**config.mk**
```make
export PLATFORM = sky130hd
export DESIGN_NAME = short_pattern_substring_search_core
export DESIGN_NICKNAME = d
export VERILOG_FILES = /design/src/rtl/sps_pkg.sv /design/src/rtl/sps_in_reg.sv /design/src/rtl/sps_matcher.sv /design/src/rtl/sps_out_reg.sv /design/src/rtl/short_pattern_substring_search_core.sv
export SDC_FILE = /design/constraint.sdc
export NUM_CORES = 1
export LEC_CHECK = 0
export BUFFER_PORTS_ARGS = -buffer_cell sky130_fd_sc_hd__buf_2
export CORE_ASPECT_RATIO = 0.6
export CORE_MARGIN = 2
export CORE_UTILIZATION = 45
export DETAILED_ROUTE_END_ITERATION = 8
export PLACE_DENSITY = 0.73
export SETUP_SLACK_MARGIN = 0.3
export SLEW_MARGIN = 25
export SYNTH_ARGS = -nofsm -noshare
export SYNTH_HDL_FRONTEND = slang
export SYNTH_SLANG_ARGS = --single-unit
export TNS_END_PERCENT = 10
```
**constraint.sdc**
```tcl
create_clock -name clk -period 9.3 [get_ports clk]
set_input_delay 1.86 -clock clk [delete_from_list [all_inputs] [get_ports clk]]
set_output_delay 1.86 -clock clk [all_outputs]
set_load 0.03 [all_outputs]
```
**src/rtl/sps_pkg.sv**
```systemverilog
// Shared types, constants and register indexes for the short-pattern search core.
package sps_pkg;

  localparam int unsigned     DEF_PATTERN_BYTES   = 16;
  localparam longint unsigned DEF_MAX_TEXT_LENGTH = 64'd65535;

  localparam int unsigned TEXT_W      = 8;
  localparam int unsigned OFFSET_W    = 16;
  localparam int unsigned LEN_W       = 5;
  localparam int unsigned CFG_DATA_W  = 64;
  localparam int unsigned CFG_IDX_W   = 2;
  localparam int unsigned OUT_TDATA_W = 24;
  localparam int unsigned PAT_W       = 2 * CFG_DATA_W;

  // configuration register indexes
  localparam logic [CFG_IDX_W-1:0] CFG_PAT_LOW  = 2'd0;
  localparam logic [CFG_IDX_W-1:0] CFG_PAT_HIGH = 2'd1;
  localparam logic [CFG_IDX_W-1:0] CFG_PAT_LEN  = 2'd2;

  typedef struct packed {
    logic                found;
    logic [OFFSET_W-1:0] match_offset;
  } res_t;

endpackage

```
**src/rtl/sps_in_reg.sv**
```systemverilog
// Input register stage: holds one accepted text byte until the matcher takes it.
module sps_in_reg
  import sps_pkg::*;
(
  input  logic              clk,
  input  logic              rst_n,
  input  logic              in_tvalid,
  output logic              in_tready,
  input  logic [TEXT_W-1:0] in_byte,
  input  logic              take,
  output logic              s1_valid,
  output logic [TEXT_W-1:0] s1_byte
);

  logic              valid_r, valid_nxt;
  logic [TEXT_W-1:0] byte_r;
  logic              accept;

  assign in_tready = !valid_r || take;
  assign accept    = in_tvalid && in_tready;

  always_comb begin
    valid_nxt = valid_r;
    if (accept) begin
      valid_nxt = 1'b1;
    end else if (take) begin
      valid_nxt = 1'b0;
    end
  end

  always_ff @(posedge clk) begin
    if (!rst_n) begin
      valid_r <= 1'b0;
    end else begin
      valid_r <= valid_nxt;
    end
  end

  always_ff @(posedge clk) begin
    if (accept) begin
      byte_r <= in_byte;
    end
  end

  assign s1_valid = valid_r;
  assign s1_byte  = byte_r;

endmodule

```
**src/rtl/sps_matcher.sv**
```systemverilog
// Window compare, string position and match state; decides the result per byte.
module sps_matcher
  import sps_pkg::*;
#(
  parameter int unsigned     PATTERN_BYTES   = DEF_PATTERN_BYTES,
  parameter longint unsigned MAX_TEXT_LENGTH = DEF_MAX_TEXT_LENGTH
) (
  input  logic                  clk,
  input  logic                  rst_n,
  input  logic                  s1_valid,
  input  logic [TEXT_W-1:0]     s1_byte,
  input  logic                  out_free,
  input  logic [CFG_DATA_W-1:0] pattern_low,
  input  logic [CFG_DATA_W-1:0] pattern_high,
  input  logic [LEN_W-1:0]      pattern_length,
  output logic                  take,
  output logic                  load,
  output res_t                  res
);

  localparam int unsigned WIN = (PATTERN_BYTES > 1) ? PATTERN_BYTES - 1 : 1;
  localparam logic [OFFSET_W-1:0] CountLimit =
    (MAX_TEXT_LENGTH > 64'd65535) ? 16'hFFFF : 16'(MAX_TEXT_LENGTH);
  localparam logic [LEN_W-1:0] LenCap = LEN_W'(PATTERN_BYTES);

  logic [TEXT_W-1:0]   window_r [WIN];
  logic [OFFSET_W-1:0] count_r, count_nxt;
  logic                reported_r, reported_nxt;

  logic [PAT_W-1:0]    pat;
  logic [TEXT_W-1:0]   win_bytes [PATTERN_BYTES];
  logic [LEN_W-1:0]    len_eff;
  logic                win_match;
  logic [OFFSET_W:0]   seen;
  logic                hit;
  logic                is_term;
  logic                want;

  assign pat     = {pattern_high, pattern_low};
  assign len_eff = (pattern_length > LenCap) ? LenCap : pattern_length;
  assign is_term = (s1_byte == '0);
  assign seen    = {1'b0, count_r} + 17'd1;

  // newest byte at slot 0, older bytes behind it
  always_comb begin
    win_bytes[0] = s1_byte;
    for (int k = 1; k < PATTERN_BYTES; k++) begin
      win_bytes[k] = window_r[k-1];
    end
  end

  // one compare set per possible length; the configured length picks one
  always_comb begin
    logic m;
    win_match = 1'b0;
    for (int l = 1; l <= PATTERN_BYTES; l++) begin
      m = 1'b1;
      for (int i = 0; i < l; i++) begin
        m = m && (win_bytes[l-1-i] == pat[8*i +: 8]);
      end
      if (len_eff == LEN_W'(l)) begin
        win_match = m;
      end
    end
  end

  always_comb begin
    if (len_eff == '0) begin
      hit = 1'b1;
    end else begin
      hit = !is_term && (seen >= 17'(len_eff)) && win_match;
    end
  end

  assign want = !reported_r && (hit || is_term);
  assign take = s1_valid && (!want || out_free);
  assign load = take && want;

  // empty pattern always reports offset 0
  assign res.found        = hit;
  assign res.match_offset = (hit && (len_eff != '0)) ? OFFSET_W'(seen - 17'(len_eff)) : '0;

  always_comb begin
    count_nxt    = count_r;
    reported_nxt = reported_r;
    if (take) begin
      if (is_term) begin
        count_nxt    = '0;
        reported_nxt = 1'b0;
      end else begin
        if (count_r < CountLimit) begin
          count_nxt = count_r + 16'd1;
        end
        reported_nxt = reported_r || (want && hit);
      end
    end
  end

  always_ff @(posedge clk) begin
    if (!rst_n) begin
      count_r    <= '0;
      reported_r <= 1'b0;
    end else begin
      count_r    <= count_nxt;
      reported_r <= reported_nxt;
    end
  end

  // history only read where the position count proves it belongs to this string
  always_ff @(posedge clk) begin
    if (take && !is_term) begin
      window_r[0] <= s1_byte;
      for (int k = 1; k < WIN; k++) begin
        window_r[k] <= window_r[k-1];
      end
    end
  end

endmodule

```
**src/rtl/sps_out_reg.sv**
```systemverilog
// Result register: holds one result transaction until the receiver takes it.
module sps_out_reg
  import sps_pkg::*;
(
  input  logic                   clk,
  input  logic                   rst_n,
  input  logic                   load,
  input  res_t                   res_in,
  output logic                   out_tvalid,
  input  logic                   out_tready,
  output logic [OUT_TDATA_W-1:0] out_tdata,
  output logic                   out_free
);

  logic valid_r, valid_nxt;
  res_t res_r;

  assign out_free = !valid_r || out_tready;

  always_comb begin
    valid_nxt = valid_r;
    if (load) begin
      valid_nxt = 1'b1;
    end else if (out_tready) begin
      valid_nxt = 1'b0;
    end
  end

  always_ff @(posedge clk) begin
    if (!rst_n) begin
      valid_r <= 1'b0;
    end else begin
      valid_r <= valid_nxt;
    end
  end

  always_ff @(posedge clk) begin
    if (load) begin
      res_r <= res_in;
    end
  end

  assign out_tvalid = valid_r;
  assign out_tdata  = {7'b0, res_r.match_offset, res_r.found};

endmodule

```
**src/rtl/short_pattern_substring_search_core.sv**
```systemverilog
// Top level of the short-pattern substring search core.
//
// Usage:
//   Load the pattern through the cfg_ port (index 0: bytes 0..7, index 1:
//   bytes 8..15, index 2: length 0..16) while no string is in flight.
//   Stream a zero-terminated string one byte per in_ transaction. For each
//   string exactly one result transaction comes out on out_: found=1 with the
//   start offset of the first occurrence as soon as the match completes, or
//   found=0 at the terminator. Bytes after a match are consumed silently.
//   An empty pattern reports found at offset 0 on the first byte.
// Result path: a byte that completes a match or ends the string passes the input
//   register, then the result register, which raises out_tvalid.
// Throughput: one byte per cycle while no byte is held back (see Stall); the 16-byte
//   window compare sits between the input register and the result register.
// Reset: clears the pattern, position count and match flag; no result pending.
// Stall: while a result waits on out_tready, bytes that produce no result keep
//   flowing; a byte that would produce one holds in the input register and
//   in_tready drops once that register is occupied.
module short_pattern_substring_search_core
  import sps_pkg::*;
#(
  parameter int unsigned     PATTERN_BYTES   = DEF_PATTERN_BYTES,
  parameter longint unsigned MAX_TEXT_LENGTH = DEF_MAX_TEXT_LENGTH
) (
  input  logic                   clk,
  input  logic                   rst_n,
  input  logic                   in_tvalid,
  output logic                   in_tready,
  input  logic [TEXT_W-1:0]      in_tdata,   // [7:0] text_byte
  output logic                   out_tvalid,
  input  logic                   out_tready,
  output logic [OUT_TDATA_W-1:0] out_tdata,  // [0] found, [16:1] match_offset, [23:17] zero
  input  logic                   cfg_we,
  input  logic [CFG_IDX_W-1:0]   cfg_index,
  input  logic [CFG_DATA_W-1:0]  cfg_wdata
);

  // configuration registers
  logic [CFG_DATA_W-1:0] pat_low_r, pat_high_r;
  logic [LEN_W-1:0]      pat_len_r;

  always_ff @(posedge clk) begin
    if (!rst_n) begin
      pat_low_r  <= '0;
      pat_high_r <= '0;
      pat_len_r  <= '0;
    end else if (cfg_we) begin
      unique case (cfg_index)
        CFG_PAT_LOW:  pat_low_r  <= cfg_wdata;
        CFG_PAT_HIGH: pat_high_r <= cfg_wdata;
        CFG_PAT_LEN:  pat_len_r  <= cfg_wdata[LEN_W-1:0];
        default: ;    // unused index, write dropped
      endcase
    end
  end

  logic              s1_valid;
  logic [TEXT_W-1:0] s1_byte;
  logic              take;
  logic              load;
  logic              out_free;
  res_t              res;

  sps_in_reg u_in_reg (
    .clk      (clk),
    .rst_n    (rst_n),
    .in_tvalid(in_tvalid),
    .in_tready(in_tready),
    .in_byte  (in_tdata),
    .take     (take),
    .s1_valid (s1_valid),
    .s1_byte  (s1_byte)
  );

  sps_matcher #(
    .PATTERN_BYTES  (PATTERN_BYTES),
    .MAX_TEXT_LENGTH(MAX_TEXT_LENGTH)
  ) u_matcher (
    .clk           (clk),
    .rst_n         (rst_n),
    .s1_valid      (s1_valid),
    .s1_byte       (s1_byte),
    .out_free      (out_free),
    .pattern_low   (pat_low_r),
    .pattern_high  (pat_high_r),
    .pattern_length(pat_len_r),
    .take          (take),
    .load          (load),
    .res           (res)
  );

  sps_out_reg u_out_reg (
    .clk       (clk),
    .rst_n     (rst_n),
    .load      (load),
    .res_in    (res),
    .out_tvalid(out_tvalid),
    .out_tready(out_tready),
    .out_tdata (out_tdata),
    .out_free  (out_free)
  );

  // a miss never carries an offset
  assert property (@(posedge clk) disable iff (!rst_n)
    (out_tvalid && !out_tdata[0]) |-> (out_tdata[16:1] == '0))
    else $error("not-found result with nonzero offset");

  // a new result only lands in a free result register
  assert property (@(posedge clk) disable iff (!rst_n)
    load |-> out_free)
    else $error("result register overwritten");

  // input back-pressure only while a byte is parked
  assert property (@(posedge clk) disable iff (!rst_n)
    !in_tready |-> (s1_valid && !take))
    else $error("input stalled with empty stage");

  // a parked byte that was not taken stays put
  assert property (@(posedge clk) disable iff (!rst_n)
    (s1_valid && !take) |=> (s1_valid && $stable(s1_byte)))
    else $error("parked byte lost");

endmodule

```
---- After elaboration in Yosys (flattened, before gate mapping) ----
Memories as Yosys holds them, arrays and structs flattened.
Cells that the tools add are included.
storage, ports and cells
  flip-flop bits (word level) ............. 177
  RAM bits ................................ 120
  output and inout bits ................... 26
  logic and storage cells ................. 348
  memories kept ........................... 1
cells by class
  add/sub/neg operators ................... 3
  $lt $le $gt $ge ......................... 3
  equality and inequality tests ........... 154
  muxes and demuxes ....................... 27
  reduce and logical (&&, ||, !) cells .... 150
memories
  name                depth  width  rd ports  clocked after memory_dff  write ports  RTL line           RTL
  u_matcher.window_r  15     8      15        0                         15           sps_matcher.sv:26  logic [TEXT_W-1:0] window_r [WIN];
operators by type and width
  operator                                               number
  equality test 8 bit                                    136
  logical AND 1 bit                                      129
  equality test 5 x 4 -> 1 bit (second input constant)   8
  2-to-1 mux 16 bit                                      2
  2-to-1 mux 1 bit                                       24
  equality test 5 x 3 -> 1 bit (second input constant)   4
  adder 16 x 1 -> 17 bit (second input constant)         1
  >= comparator 17 x 5 -> 1 bit                          1
  adder 16 x 1 -> 16 bit (second input constant)         1
  < comparator 16 bit (second input constant)            1
  subtractor 16 x 5 -> 16 bit                            1
  equality test 5 x 2 -> 1 bit (second input constant)   2
  zero test 8 bit                                        1
  AND reduction 2 bit                                    4
  nonzero test 2 bit                                     3
  equality test 5 x 1 -> 1 bit (second input constant)   1
  equality test 5 bit (second input constant)            1
  greater-than comparator 5 bit (second input constant)  1
  zero test 1 bit                                        5
  zero test 5 bit                                        1
  logical OR 1 bit                                       5
  2-to-1 mux 5 bit                                       1
  nonzero test 5 bit                                     1
  equality test 2 x 1 -> 1 bit (second input constant)   1
  2 further kinds                                        2

---- Longest topological paths before layout ----
  word-level depth ........................ 29
  gate-level depth with buffers ........... 17
  depth with buffers taken out ............ 15

---- Modules after synthesis ----
A second synthesis with hierarchy kept.
unflattened totals
  cells, all modules ...................... 2671
  area total of the unflattened synthesis .. 24662.4 um2
modules (own cells, without submodules)
  module                               times used  cells each  area an instance (um2)
  sps_matcher                          1           2127        18735.5
  short_pattern_substring_search_core  1           502         5013.6
  sps_out_reg                          1           29          615.6
  sps_in_reg                           1           13          297.8

---- Worst setup path before layout ----
OpenSTA, ideal clock, no wires.
  kind .................................... register to register
  start ................................... register u_matcher.count_r[1]
  end ..................................... memory u_matcher.window_r[0][0] (enable)
  library setup time ...................... 494 ps
  arrival time ............................ 5499 ps
  required time ........................... 8806 ps
  slack ................................... 3307 ps
  stages on the path, launching flop included .. 16
  buffers on the path ..................... 2
  path through ............................ dfxtp_1 > ha_1 > buf_2 > nand3_1 > nand2b_1 > nand2_1 > ha_1 > o41ai_4 > o211ai_2 > nor4_2 > o211ai_1 > nand3_2 > o21ai_1 > buf_4 > nand2_1 > and3_1
RTL lines
  item                      RTL line            RTL
  start: declaration        sps_matcher.sv:27   logic [OFFSET_W-1:0] count_r, count_nxt;
  start signal: assignment  sps_matcher.sv:104  count_r <= count_nxt;
  end: declaration          sps_matcher.sv:26

---- Worst setup path in the final report ----
  start ................................... register pat_low_r[9]
  end ..................................... output port in_tready
between the ends
  word-level cells in the longest chain between the ends .. 25
RTL lines
  item                                                                         RTL line                                   RTL
  start: declaration                                                           short_pattern_substring_search_core.sv:39  logic [CFG_DATA_W-1:0] pat_low_r, pat_high_r;
  start signal: assignment                                                     short_pattern_substring_search_core.sv:49  CFG_PAT_LOW: pat_low_r <= cfg_wdata;
  equality test 8 bit                                                          sps_matcher.sv:59                          m = m && (win_bytes[l-1-i] == pat[8*i +: 8]);
  logical AND 1 bit                                                            sps_matcher.sv:59
  2-to-1 mux 1 bit / logical AND 1 bit (equally long branches) (14 in series)  sps_matcher.sv:61, sps_matcher.sv:59
  2-to-1 mux 1 bit (*)                                                         sps_matcher.sv:61                          if (len_eff == LEN_W'(l)) begin
  logical AND 1 bit (*)                                                        sps_matcher.sv:71                          hit = !is_term && (seen >= 17'(len_eff)) && win_match;
  2-to-1 mux 1 bit (*)                                                         sps_matcher.sv:68                          if (len_eff == '0) begin
  logical OR 1 bit (*)                                                         sps_matcher.sv:75                          assign want = !reported_r && (hit || is_term);
  logical AND 1 bit (*)                                                        sps_matcher.sv:75
  zero test 1 bit (*)                                                          sps_matcher.sv:76                          assign take = s1_valid && (!want || out_free);
  logical OR 1 bit (*)                                                         sps_matcher.sv:76
  logical AND 1 bit (*)                                                        sps_matcher.sv:76
  logical OR 1 bit (*)                                                         sps_in_reg.sv:19                           assign in_tready = !valid_r || take;
  end: declaration                                                             short_pattern_substring_search_core.sv:28  output logic in_tready,
Every way passes the cells marked *; elsewhere a longest branch is shown, timed or not.

==> metrics.log <==
INFO  metric status = finished, violations left
INFO  metric failing_checks = DRC
INFO  metric cts_root_buffer = sky130_fd_sc_hd__clkbuf_16
INFO  metric ys_async_sr_fraction = 0
INFO  metric globalRouteTotalUtil = 0.489
INFO  metric rrSetupSlack = approximately 3400 ps
INFO  metric synthCells = 2782
INFO  metric tightest_slew = ~1300 ps
INFO  metric crit-reg2reg-launch = u_matcher.count_r[0]
INFO  metric report.final.hold_viol_count = 0
INFO  metric post_cts_hold_buffer_count = 0
INFO  metric synth.cell_area = roughly 25000 um2
INFO  metric min_delay_path_depth = 0
INFO  metric post_cts.repair.setup_buffers = 0
INFO  metric postSynthAreaPerCell = just under 9 um2
INFO  metric vdd_ir_drop_max = 144 uV
INFO  metric nets = about 2800
INFO  metric placed_area = 25300 um2
INFO  metric gpl.final_weighted_congestion = 1.17
INFO  metric cellLeakagePower = 0.00979 uW
INFO  metric crit_path_end_kind = primary output
INFO  metric min-delay-start = u_matcher.window_r[0][16]
INFO  metric io_pins = 105
INFO  metric min_path_type = reg2reg
INFO  metric place_hpwl = 95100 um
INFO  metric final.setup_skew = 41.3 ps
INFO  metric largest_net_degree_at_the_start_of_global_routing = 86
INFO  metric drt_iter0_drc = 5322
INFO  metric grt_setup_unrepaired = no
INFO  metric worst_setup_hold_path_clk_slew = 80 ps
INFO  metric drc = 101
INFO  metric max-cap-violations = 0
INFO  metric worst-endpoint-required = ~7400 ps
INFO  metric routed_wirelength = approximately 140000 um
INFO  metric synth_seq_cells = 297
INFO  metric ctsResizeCount = 0
INFO  metric design_area = approximately 26000 um2
INFO  metric setup.worst_path.class = reg2out
INFO  metric initial_drt_pass_iterations = 9
INFO  metric number_of_vias_per_cell = between 6 and 7
INFO  metric final_common_cell = sky130_fd_sc_hd__xnor2_1
INFO  metric antenna_left = 0
INFO  metric max-slew-margin-rel = 0.153
INFO  metric post_drt_wl_per_cell = 40.8 um
INFO  metric fp-row-count = 66
INFO  metric period_minus_slack = between 6000 and 7000 ps
INFO  metric grt_remaining_overflow = 0
INFO  metric cp_max_fo = 15
INFO  metric die_width = 305 um
INFO  metric synthToLayoutAreaGrowth = 7.21%
INFO  metric dominant_synthesized_flop_cell = sky130_fd_sc_hd__dfxtp_1
INFO  metric cts_tree = built
INFO  metric hold_path_end = u_matcher.window_r[0][24]
INFO  metric reg2regPathDepth = 16
INFO  metric tritoncts.num_buffers = 31
INFO  metric data_arrival_time_of_the_critical_path = between 4000 and 5000 ps
INFO  metric post-route-period-util = 0.717
INFO  metric mostFrequentLayoutCells = sky130_fd_sc_hd__xnor2_1 (544), sky130_fd_sc_hd__xor2_1 (538), sky130_fd_sc_hd__nand2_1 (301), sky130_fd_sc_hd__nor4_1 (168), sky130_fd_sc_hd__nand4_1 (168)
INFO  metric crit_path_cell_trace = buf_4 > xor2_1 > nor4_1 > nand4_1 > nor4_1 > a31oi_1 > o211ai_1 > nand3_2 > o21ba_2 > nor2b_1 > nand2_1 > buf_2
INFO  metric worstSetupStartpointType = register
INFO  metric grt_antenna_before_repair = 0
INFO  metric cts_sinks = between 200 and 300
INFO  metric synth-seq-area-share = 0.301
INFO  metric count_of_vias_placed_by_the_detailed_router = 23978
INFO  metric grt_pass1_vias = 21725
INFO  metric port_buffers = 97
INFO  metric crit-reg2reg-capture = u_matcher.window_r[0][3]
INFO  metric yosys_warnings = 0
INFO  metric n_antenna_cell = 0
INFO  metric dieHeight = between 150 and 200 um
INFO  metric critical_path.slowest_cell = sky130_fd_sc_hd__dfxtp_1
INFO  metric placeable_area = roughly 54000 um2
INFO  metric clk_latency = 650 ps
INFO  metric clk_path_buf_depth = 3
INFO  metric powerDensity = around 140 nW/um2
INFO  metric grt_first_pass_wirelength = approximately 190000 um
INFO  metric max_stage_delay = roughly 730 ps
INFO  metric synth-edff-count = 145
INFO  metric fp.dieArea = about 56000 um2
INFO  metric power.total = 3640 uW
INFO  metric setup_total_negative_slack = 0 ps
INFO  metric proportion_of_layout_cells_with_a_drive_suffix_above_1 = 0.119
INFO  metric clock_tree.htree_level_count = 1
INFO  metric ys_types = 78
INFO  metric cpMostUsedCell = sky130_fd_sc_hd__nor4_1
INFO  metric fmax = ~150 MHz
INFO  metric slew_violations = 0
INFO  metric start_util = 0.454
INFO  metric setup_viol = 0
## layout make-up
class / instances / area (um2)
fill: 5170 / 27700
clock buffer: 46 / 893
multi-input combinational: 2112 / 15200
sequential: 297 / 7400
inverter: 38 / 145
tap: 714 / 893
timing repair buffer: 256 / 1700
clock inverter: 12 / 86.3
## critical path: cells and delay by family (launching register included)
kind	cells	cell delay (ps)
DFF	1	730
AOI/OAI and AO/OA	3	890
and+or+nand+nor	6	1880
xor gates and xnor gates	1	110
buffers and inverters	2	540
## where the power goes
| part | leakage, uW | switching (uW) | internal (uW) |
|---|---|---|---|
| Clock | 0.000489 | 605 | 671 |
| Combinational | 0.00671 | 560 | 269 |
| Sequential | 0.00260 | 105 | 1430 |
| Total | 0.00979 | 1270 | 2370 |
## per-stage QoR
stage	util	cells	setup slack (ps)	hold WS, ps
after floorplan	-	2788	3310	421
after global placement	0.468	3415	3580	432
after detailed placement	0.468	3415	3470	436
after CTS	0.486	3473	2900	451
after global routing	0.487	3475	2560	455
final	0.487	3475	2630	451
## cells by family after synthesis
kind of cell | count (synthesis) | share of synthesized area
buffers and inverters | 379 | 0.0812
multiplexers | 7 | 0.00291
AND/OR/NAND/NOR | 782 | 0.166
AO/OA/AOI/OAI | 228 | 0.0585
XOR/XNOR | 1082 | 0.386
other | 1 | 0.000153
adder cells (fa/ha/maj) | 6 | 0.00336
flip-flops | 297 | 0.301
## registers in the layout (all words and copies together), names as in the netlist
name and flops:
u_matcher.window_r 120, pat_high_r 64, pat_low_r 64, u_out_reg.out_tdata 17, u_matcher.count_r 16, u_in_reg.s1_byte 8
pat_len_r 5, u_in_reg.s1_valid 1, u_matcher.reported_r 1, u_out_reg.out_tvalid 1
## cell usage after synthesis, types with 5 or more instances
| library cell | n | area (um2) |
|---|---|---|
| sky130_fd_sc_hd__or3_1 | 5 | 31.3 |
| sky130_fd_sc_hd__o22ai_1 | 12 | 75.1 |
| sky130_fd_sc_hd__nand2_1 | 301 | 1130 |
| sky130_fd_sc_hd__a211oi_1 | 5 | 37.5 |
| sky130_fd_sc_hd__buf_6 | 16 | 180 |
| sky130_fd_sc_hd__xnor2_1 | 544 | 4760 |
| sky130_fd_sc_hd__buf_1 | 20 | 75.1 |
| sky130_fd_sc_hd__and4_1 | 5 | 43.8 |
| sky130_fd_sc_hd__inv_1 | 37 | 139 |
| sky130_fd_sc_hd__nor3_1 | 29 | 145 |
| sky130_fd_sc_hd__a21o_1 | 7 | 52.6 |
| sky130_fd_sc_hd__nor4_1 | 168 | 1050 |
| sky130_fd_sc_hd__a221oi_1 | 8 | 70.1 |
| sky130_fd_sc_hd__a22o_1 | 9 | 78.8 |
| sky130_fd_sc_hd__xor2_1 | 538 | 4710 |
| sky130_fd_sc_hd__edfxtp_1 | 145 | 4350 |
| sky130_fd_sc_hd__nand3_1 | 22 | 110 |
| sky130_fd_sc_hd__mux2i_1 | 6 | 60.1 |
| sky130_fd_sc_hd__nand4_1 | 168 | 1050 |
| sky130_fd_sc_hd__ha_1 | 5 | 62.6 |
| sky130_fd_sc_hd__and2_1 | 6 | 37.5 |
| sky130_fd_sc_hd__a21oi_1 | 137 | 686 |
| sky130_fd_sc_hd__and3_1 | 5 | 31.3 |
| sky130_fd_sc_hd__nor2_1 | 32 | 120 |
| sky130_fd_sc_hd__dfxtp_1 | 152 | 3040 |
| sky130_fd_sc_hd__buf_2 | 142 | 711 |
| sky130_fd_sc_hd__buf_4 | 72 | 541 |
| sky130_fd_sc_hd__o21ai_0 | 9 | 45.0 |
| sky130_fd_sc_hd__nor2b_1 | 12 | 75.1 |
| sky130_fd_sc_hd__clkbuf_1 | 89 | 334 |
## worst max path at each step
stage	startpoint	endpoint	slack (ps)	cells past startpoint
2_1_floorplan	u_matcher.count_r[1]	u_matcher.window_r[0][0]	3310	15
3_3_place_gp	u_matcher.count_r[0]	u_matcher.window_r[0][12]	3580	15
3_5_place_dp	u_matcher.count_r[0]	u_matcher.window_r[0][12]	3470	15
4_1_cts	pat_low_r[9]	in_tready	2900	12
5_1_grt	u_matcher.window_r[0][40]	in_tready	2560	11
6_report	pat_low_r[9]	in_tready	2630	12
## per-layer routing
layer,share of wire,global-route usage,vias up
met2,0.33,0.579,2640
li1,-,-,9193
met4,0.081,0.288,6
met1,0.39,0.625,11312
met3,0.20,0.338,827
met5,0.0011,0.0224,-
(Power assumes the default switching activity.)
